<file path="src/rtl/gbn_pkg.sv">
// shared types and constants for the go-back-n sender window core
package gbn_pkg;

    localparam int SEQ_W = 4;
    localparam int PAY_W = 64;
    localparam int OP_W  = 2;
    localparam int ACT_W = 2;

    localparam int DEF_WINDOW    = 8;
    localparam int DEF_SEQ_SPACE = 16;

    typedef enum logic [OP_W-1:0] {
        OP_SEND    = 2'd0,
        OP_ACK     = 2'd1,
        OP_TIMEOUT = 2'd2,
        OP_NONE    = 2'd3
    } t_opcode;

    typedef enum logic [ACT_W-1:0] {
        ACT_TX    = 2'd0,
        ACT_START = 2'd1,
        ACT_STOP  = 2'd2,
        ACT_DONE  = 2'd3
    } t_action;

    typedef enum logic [3:0] {
        ST_IDLE,
        ST_SEND_START,
        ST_SEND_TX,
        ST_ACK_WALK,
        ST_ACK_STOP,
        ST_ACK_OLD,
        ST_ACK_NEW,
        ST_TO_STOP,
        ST_TO_START,
        ST_TO_TX,
        ST_DONE
    } t_state;

endpackage

</file>
<file path="src/rtl/go_back_n_sender_window_core.sv">
// go-back-n sender window core: packet store, window pointers and event sequencer
//
// Usage: drive an item on the i_ ports with start high while busy is low; the
// item is taken on that clock edge and busy rises on the next cycle. The item
// then produces one result beat per cycle on the o_ ports, each marked by
// o_valid for one cycle; the final beat has o_last set and carries o_accepted.
// o_window_full is the window state after the item, the same on every beat.
// The first result beat appears in the cycle after the item is taken.
// Beats before the finish beat (none for a refused send or a dropped ack):
//   send gives start if the window was empty, then tx; an acknowledgement
//   gives a stop for each entry below the acked one, for it and the old base,
//   then start for the new base if any; timeout: stop, start, tx per outstanding packet.
// One result leaves per cycle; a timeout reads the payload store through its
// single read port, one entry per beat, with the registered read hidden
// behind the start-timer beat. busy falls in the cycle after the last beat.
// The receiver cannot stall: every beat is taken in the cycle it is shown.
// Reset (synchronous, active low) empties the window and clears the full flag;
// the payload store keeps its contents and only written entries are ever read.
module go_back_n_sender_window_core
    import gbn_pkg::*;
#(
    parameter int WINDOW    = DEF_WINDOW,
    parameter int SEQ_SPACE = DEF_SEQ_SPACE
) (
    input  logic             i_clk,
    input  logic             i_rst_n,
    input  logic             start,
    output logic             busy,
    input  logic [OP_W-1:0]  i_opcode,
    input  logic [PAY_W-1:0] i_payload,
    input  logic [SEQ_W-1:0] i_ack_number,
    input  logic             i_ack_checksum_ok,
    input  logic [SEQ_W-1:0] i_timer_sequence,
    output logic             o_valid,
    output logic [ACT_W-1:0] o_action,
    output logic [SEQ_W-1:0] o_sequence_res,
    output logic [PAY_W-1:0] o_packet_payload,
    output logic             o_accepted,
    output logic             o_window_full,
    output logic             o_last
);

    localparam int IDX_W = (SEQ_SPACE > 1) ? $clog2(SEQ_SPACE) : 1;
    localparam int EFF_W = (WINDOW > SEQ_SPACE - 1) ? SEQ_SPACE - 1 :
                           ((WINDOW < 1) ? 1 : WINDOW);
    localparam logic [SEQ_W:0] EFF_WL   = EFF_W[SEQ_W:0];
    localparam logic [SEQ_W:0] SPACE_WL = SEQ_SPACE[SEQ_W:0];
    localparam logic [SEQ_W-1:0] LAST_SEQ = SEQ_W'(SEQ_SPACE - 1);

    function automatic logic [SEQ_W-1:0] seq_inc(input logic [SEQ_W-1:0] s);
        return (s == LAST_SEQ) ? '0 : s + 1'b1;
    endfunction

    function automatic logic [SEQ_W-1:0] seq_diff(input logic [SEQ_W-1:0] a,
                                                  input logic [SEQ_W-1:0] b);
        logic [SEQ_W:0] t;
        t = {1'b0, a} - {1'b0, b};
        if (a < b) begin
            t = t + SPACE_WL;
        end
        return t[SEQ_W-1:0];
    endfunction

    t_state           r_state, n_state;
    logic [SEQ_W-1:0] r_base, n_base;
    logic [SEQ_W-1:0] r_next, n_next;
    logic             r_full, n_full;
    logic [SEQ_W-1:0] r_ptr, n_ptr;
    logic [SEQ_W-1:0] r_tag, n_tag;
    logic             r_acc, n_acc;
    logic [PAY_W-1:0] r_pay;
    logic [PAY_W-1:0] r_rd_data;
    logic [SEQ_W-1:0] rd_addr;
    logic             accept;
    logic             ack_ok;
    logic [SEQ_W-1:0] outstanding;
    logic [SEQ_W:0]   out_plus;

    logic [PAY_W-1:0] mem [SEQ_SPACE];

    assign busy        = (r_state != ST_IDLE);
    assign accept      = start && !busy;
    assign outstanding = seq_diff(r_next, r_base);
    assign out_plus    = {1'b0, outstanding} + 1'b1;
    assign ack_ok      = i_ack_checksum_ok && ({1'b0, i_ack_number} < SPACE_WL) &&
                         (seq_diff(i_ack_number, r_base) < outstanding);

    always_ff @(posedge i_clk) begin
        if (!i_rst_n) begin
            r_state <= ST_IDLE;
            r_base  <= '0;
            r_next  <= '0;
            r_full  <= 1'b0;
            r_ptr   <= '0;
            r_tag   <= '0;
            r_acc   <= 1'b0;
        end else begin
            r_state <= n_state;
            r_base  <= n_base;
            r_next  <= n_next;
            r_full  <= n_full;
            r_ptr   <= n_ptr;
            r_tag   <= n_tag;
            r_acc   <= n_acc;
        end
    end

    // payload store, one write and one registered read port
    always_ff @(posedge i_clk) begin
        if (accept && (i_opcode == OP_SEND) && !r_full) begin
            mem[r_next[IDX_W-1:0]] <= i_payload;
        end
        r_rd_data <= mem[rd_addr[IDX_W-1:0]];
    end

    always_ff @(posedge i_clk) begin
        if (accept) begin
            r_pay <= i_payload;
        end
    end

    always_comb begin
        n_state          = r_state;
        n_base           = r_base;
        n_next           = r_next;
        n_full           = r_full;
        n_ptr            = r_ptr;
        n_tag            = r_tag;
        n_acc            = r_acc;
        rd_addr          = r_base;
        o_valid          = 1'b0;
        o_action         = ACT_DONE;
        o_sequence_res   = '0;
        o_packet_payload = '0;
        o_accepted       = 1'b0;
        o_last           = 1'b0;
        case (r_state)
            ST_IDLE: begin
                if (accept) begin
                    n_acc   = 1'b0;
                    n_state = ST_DONE;
                    case (i_opcode)
                        OP_SEND: begin
                            if (!r_full) begin
                                n_ptr   = r_next;
                                n_next  = seq_inc(r_next);
                                n_full  = (out_plus >= EFF_WL);
                                n_acc   = 1'b1;
                                n_state = (r_next == r_base) ? ST_SEND_START : ST_SEND_TX;
                            end
                        end
                        OP_ACK: begin
                            if (ack_ok) begin
                                n_tag   = i_ack_number;
                                n_ptr   = r_base;
                                n_full  = 1'b0;
                                n_acc   = 1'b1;
                                n_state = (i_ack_number == r_base) ? ST_ACK_STOP : ST_ACK_WALK;
                            end
                        end
                        OP_TIMEOUT: begin
                            n_tag   = i_timer_sequence;
                            n_state = ST_TO_STOP;
                        end
                        default: begin
                            n_state = ST_DONE;
                        end
                    endcase
                end
            end
            ST_SEND_START: begin
                o_valid        = 1'b1;
                o_action       = ACT_START;
                o_sequence_res = r_ptr;
                n_state        = ST_SEND_TX;
            end
            ST_SEND_TX: begin
                o_valid          = 1'b1;
                o_action         = ACT_TX;
                o_sequence_res   = r_ptr;
                o_packet_payload = r_pay;
                n_state          = ST_DONE;
            end
            ST_ACK_WALK: begin
                o_valid        = 1'b1;
                o_action       = ACT_STOP;
                o_sequence_res = r_ptr;
                n_ptr          = seq_inc(r_ptr);
                if (seq_inc(r_ptr) == r_tag) begin
                    n_state = ST_ACK_STOP;
                end
            end
            ST_ACK_STOP: begin
                o_valid        = 1'b1;
                o_action       = ACT_STOP;
                o_sequence_res = r_tag;
                n_state        = ST_ACK_OLD;
            end
            ST_ACK_OLD: begin
                o_valid        = 1'b1;
                o_action       = ACT_STOP;
                o_sequence_res = r_base;
                n_base         = seq_inc(r_tag);
                n_state        = (seq_inc(r_tag) != r_next) ? ST_ACK_NEW : ST_DONE;
            end
            ST_ACK_NEW: begin
                o_valid        = 1'b1;
                o_action       = ACT_START;
                o_sequence_res = r_base;
                n_state        = ST_DONE;
            end
            ST_TO_STOP: begin
                o_valid        = 1'b1;
                o_action       = ACT_STOP;
                o_sequence_res = r_tag;
                n_state        = ST_TO_START;
            end
            ST_TO_START: begin
                o_valid        = 1'b1;
                o_action       = ACT_START;
                o_sequence_res = r_tag;
                rd_addr        = r_base;
                n_ptr          = r_base;
                n_state        = (r_base != r_next) ? ST_TO_TX : ST_DONE;
            end
            ST_TO_TX: begin
                o_valid          = 1'b1;
                o_action         = ACT_TX;
                o_sequence_res   = r_ptr;
                o_packet_payload = r_rd_data;
                rd_addr          = seq_inc(r_ptr);
                n_ptr            = seq_inc(r_ptr);
                if (seq_inc(r_ptr) == r_next) begin
                    n_state = ST_DONE;
                end
            end
            ST_DONE: begin
                o_valid    = 1'b1;
                o_action   = ACT_DONE;
                o_accepted = r_acc;
                o_last     = 1'b1;
                n_state    = ST_IDLE;
            end
            default: begin
                n_state = ST_IDLE;
            end
        endcase
    end

    assign o_window_full = r_full;

    a_accept_beat: assert property (@(posedge i_clk) disable iff (!i_rst_n)
        accept |=> o_valid)
        else $error("no result beat after item taken");

    a_last_done: assert property (@(posedge i_clk) disable iff (!i_rst_n)
        o_last |-> (o_valid && (o_action == ACT_DONE)))
        else $error("last beat is not the finish");

    a_last_frees: assert property (@(posedge i_clk) disable iff (!i_rst_n)
        (o_valid && o_last) |=> !busy)
        else $error("busy held after finish beat");

    a_full_count: assert property (@(posedge i_clk) disable iff (!i_rst_n)
        r_full |-> ({1'b0, outstanding} == EFF_WL))
        else $error("full flag disagrees with outstanding count");

    a_accepted_only_last: assert property (@(posedge i_clk) disable iff (!i_rst_n)
        o_accepted |-> o_last)
        else $error("accepted shown before finish");

endmodule

</file>
<file path="config.mk">
export PLATFORM = sky130hd
export DESIGN_NAME = go_back_n_sender_window_core
export DESIGN_NICKNAME = d
export VERILOG_FILES = /design/src/rtl/gbn_pkg.sv /design/src/rtl/go_back_n_sender_window_core.sv
export SDC_FILE = /design/constraint.sdc
export NUM_CORES = 2
export LEC_CHECK = 0
export BUFFER_PORTS_ARGS = -buffer_cell sky130_fd_sc_hd__buf_2
export CAP_MARGIN = 20
export CORE_UTILIZATION = 40
export DETAILED_ROUTE_END_ITERATION = 16
export HOLD_SLACK_MARGIN = 0.1
export SLEW_MARGIN = 20
export SYNTH_ARGS = -nofsm -noshare
export SYNTH_HDL_FRONTEND = slang
export SYNTH_SLANG_ARGS = --single-unit
</file>
<file path="constraint.sdc">
create_clock -name i_clk -period 7.03 [get_ports i_clk]
set_input_delay 0.3515 -clock i_clk [delete_from_list [all_inputs] [get_ports i_clk]]
set_output_delay 0.3515 -clock i_clk [all_outputs]
set_load 0.02 [all_outputs]
</file>
==> run metrics <==
status=finished, final reports clean; Skew-Pair Late Insertion Delay=~710 ps; boundary pin count=~150; clk buf depth=3; first-pass GRT wire length=between 150000 and 200000 um; PortBufs=152; Yosys cell types=between 70 and 80; Synth top area share=around 69%; fin crit period=4440 ps; RSZ-0062 raised after global routing=false; Worst setup SP type=register; dominant synthesized flop cell=edfxtp_1; Remaining Overflow, GRT=0; Post CTS Setup Buffer Count=0; Final Max Tran Viols=0; Avg Inst Size Synth=18.2 sq um; via count=roughly 24000; Worst-path clk slew=approximately 70 ps; drt first pass iters=5; R2R setup slack=~2600 ps; Die ar.=around 0.12 sq mm; # rows=126; P_int=11900 uW; Clock Power Share=about two fifths; largest net degree at the start of global routing=between 100 and 150; DR iter-0 viols=1779; routability congestion estimate=between 0.7 and 0.8; CTS Sinks=between 1000 and 1500; chip width=347 um; pre-CTS setup slack=about 2600 ps; share of cells above drive strength 1=between 10% and 20%; multi-input logic area=between 0.01 and 0.015 sq mm; Leak=~0.022 uW; Max VDD drop=0.246 mV; Core Area=about 0.12 sq mm; Crit path required time=between 7000 and 8000 ps; NetSw=3790 uW; register area share after synthesis=approximately 72%; routed length per instance=~24 um; Placed Cells=around 4200; Post-DP HPWL=56700 um; Warnings, synthesis=0; nets=2965; Seq pwr share=about 50%; Netlist Area Pre-Place=0.0475 sq mm; Worst Path Arrival=5020 ps; Post-synth EDFFs=1088; initial antenna violation count=5; FF+latch count, synth=roughly 1200; post-route ant nets=0; switch share=24.1%; f_max=approximately 0.23 GHz; Least-Margin Pin Slew=951 ps; HP Class=input pin to register; clock root cell=clkbuf_16; Via density=5.29; Async S/R FF share, synth=0%; clock skew=around 27 ps; Die Ht=about 350 um; final setup TNS=0 ps; register area=~0.034 sq mm; Layout Cells excl Fill=around 4500; Max Cap Viol=0; setup slack after layout=roughly 2600 ps; Final Hold Slack=~160 ps; # DRC=0; post-synth net total=between 2000 and 3000; fill count=between 9000 and 10000; fin crit share=63.2%; largest area contributor in the netlist=edfxtp_1; CP endpoint kind=register; main area contributors after synthesis=edfxtp_1 (69%), mux2i_1 (20%), dfxtp_1 (3.6%); clock buffer count from CTS=between 100 and 150; power per cell area=~290 mW/mm^2; Crit Path Class=register to register; fin util=roughly 46%; Final setup viols=0; Final Hold Vio Count=0; GRT Total Usage=roughly 18%; H-tree Lvls=3; vias in the first global route=around 24000; TritonCTS clock tree=yes; Initial Util=between 40 and 50%; area grow syn2layout=14.6%; Gate Count Post-Synth=between 2000 and 3000; combinational share of power=between 10% and 20%; Post-Route WL=about 110000 um; CP max FO=108; Slew HR=a little over a third
worst max-delay path, stage by stage (launching register included):
cell	delay [ps]
dfxtp_1	710
nand2b_1	410
nor2_8	210
buf_4	620
mux2i_4	880
buf_12	670
mux2i_1	290
mux2i_1	110
mux2i_1	190
mux2i_1	100
flip-flops by register name (all words and copies together) (netlist names):
| signal | cells |
|---|---|
| r_acc | 1 |
| r_state | 4 |
| mem | 1024 |
| r_ptr | 4 |
| r_next | 4 |
| r_base | 4 |
| r_pay | 64 |
| r_rd_data | 64 |
| o_window_full | 1 |
| r_tag | 4 |
cells in the mapped netlist, types with 12 or more instances:
master and count:
a21oi_1 18, a22o_1 64, buf_2 35, buf_6 56, clkbuf_1 33, dfxtp_1 86
edfxtp_1 1088, ha_1 13, inv_1 22, mux2i_1 970, nand2_1 24, nand2b_1 13
nor2_1 29, xnor2_1 12
stage by stage:
| stage | instance area, sq um | power [uW] |
|---|---|---|
| after detailed placement | 49900 | 9780 |
| after CTS | 54400 | 15800 |
| after global routing | 54400 | 16200 |
| after floorplan | 47500 | 9150 |
| after global placement | 49800 | 9750 |
| final | 54400 | 15700 |
logic make-up after synthesis:
family	share of synthesized area, %
DFF	72.4
adders and majority gates	0.448
and+or+nand+nor	1.35
muxes	20.4
AOI/OAI and AO/OA	2.62
buffers and inverters	2.39
xor gates and xnor gates	0.350
layout by cell type, fill, tap and decap left out, types with 5 or more instances in the layout:
| cell type | count |
|---|---|
| a222oi_1 | 7 |
| a22o_1 | 64 |
| nand3_1 | 6 |
| bufinv_16 | 9 |
| clkinvlp_4 | 5 |
| clkbuf_8 | 11 |
| dlygate4sd3_1 | 75 |
| o21ai_0 | 8 |
| nor2b_1 | 6 |
| inv_1 | 22 |
| mux2i_1 | 968 |
| a211oi_1 | 9 |
| xnor2_1 | 12 |
| clkinv_2 | 30 |
| a21oi_1 | 18 |
| or3_1 | 5 |
| o211ai_1 | 7 |
| dfxtp_1 | 86 |
| nor3_2 | 5 |
| buf_2 | 152 |
| clkinv_1 | 16 |
| nand2_1 | 24 |
| clkbuf_16 | 114 |
| nor2_1 | 17 |
| buf_12 | 12 |
| buf_4 | 46 |
| nand2b_1 | 13 |
| xor2_1 | 7 |
| edfxtp_1 | 1088 |
| clkbuf_1 | 20 |
| nor2_4 | 12 |
| ha_1 | 13 |
power groups by stage:
stage          clock, uW  sequential (uW)  combinational [uW]
6_report            6040             8020                1640
5_1_grt             6430             8040                1760
4_1_cts             6160             8020                1660
3_5_place_dp           0             8160                1620
3_3_place_gp           0             8160                1600
2_1_floorplan          0             8110                1050
repair_timing:
action / in CTS / in global routing
setup endpoints to repair: 0 / 0
hold buffers: 75 / 0
resized for setup: 0 / 0
hold endpoints to repair: 1102 / 0
final timing paths:
kind,start,endpoint,cells past startpoint
setup / recovery,r_state[3],r_rd_data[13],9
hold / removal,i_opcode[1],o_window_full,3
setup reg to reg,r_state[3],r_rd_data[13],9
hold reg to reg,r_ptr[3],r_ptr[3],2
layer usage:
| metal | GRT usage [%] | up-vias | part of all wire [%] |
|---|---|---|---|
| li1 | - | 10805 | - |
| met1 | 23.5 | 12358 | 44 |
| met2 | 30.7 | 523 | 50 |
| met3 | 2.57 | 145 | 4.0 |
| met4 | 4.29 | 4 | 1.6 |
| met5 | 0 | - | 0.025 |
final cells by class:
| cell class | count | share of cell area [%] |
|---|---|---|
| timing repair buffer | 287 | 3.93 |
| sequential | 1174 | 63.2 |
| antenna | 2 | 0.00919 |
| clock inverter | 70 | 1.23 |
| clock buffer | 145 | 5.66 |
| tap | 1536 | 3.53 |
| multi-input combinational | 1272 | 22.3 |
| inverter | 23 | 0.168 |
No activity file was read; power rests on OpenSTA's default activity.
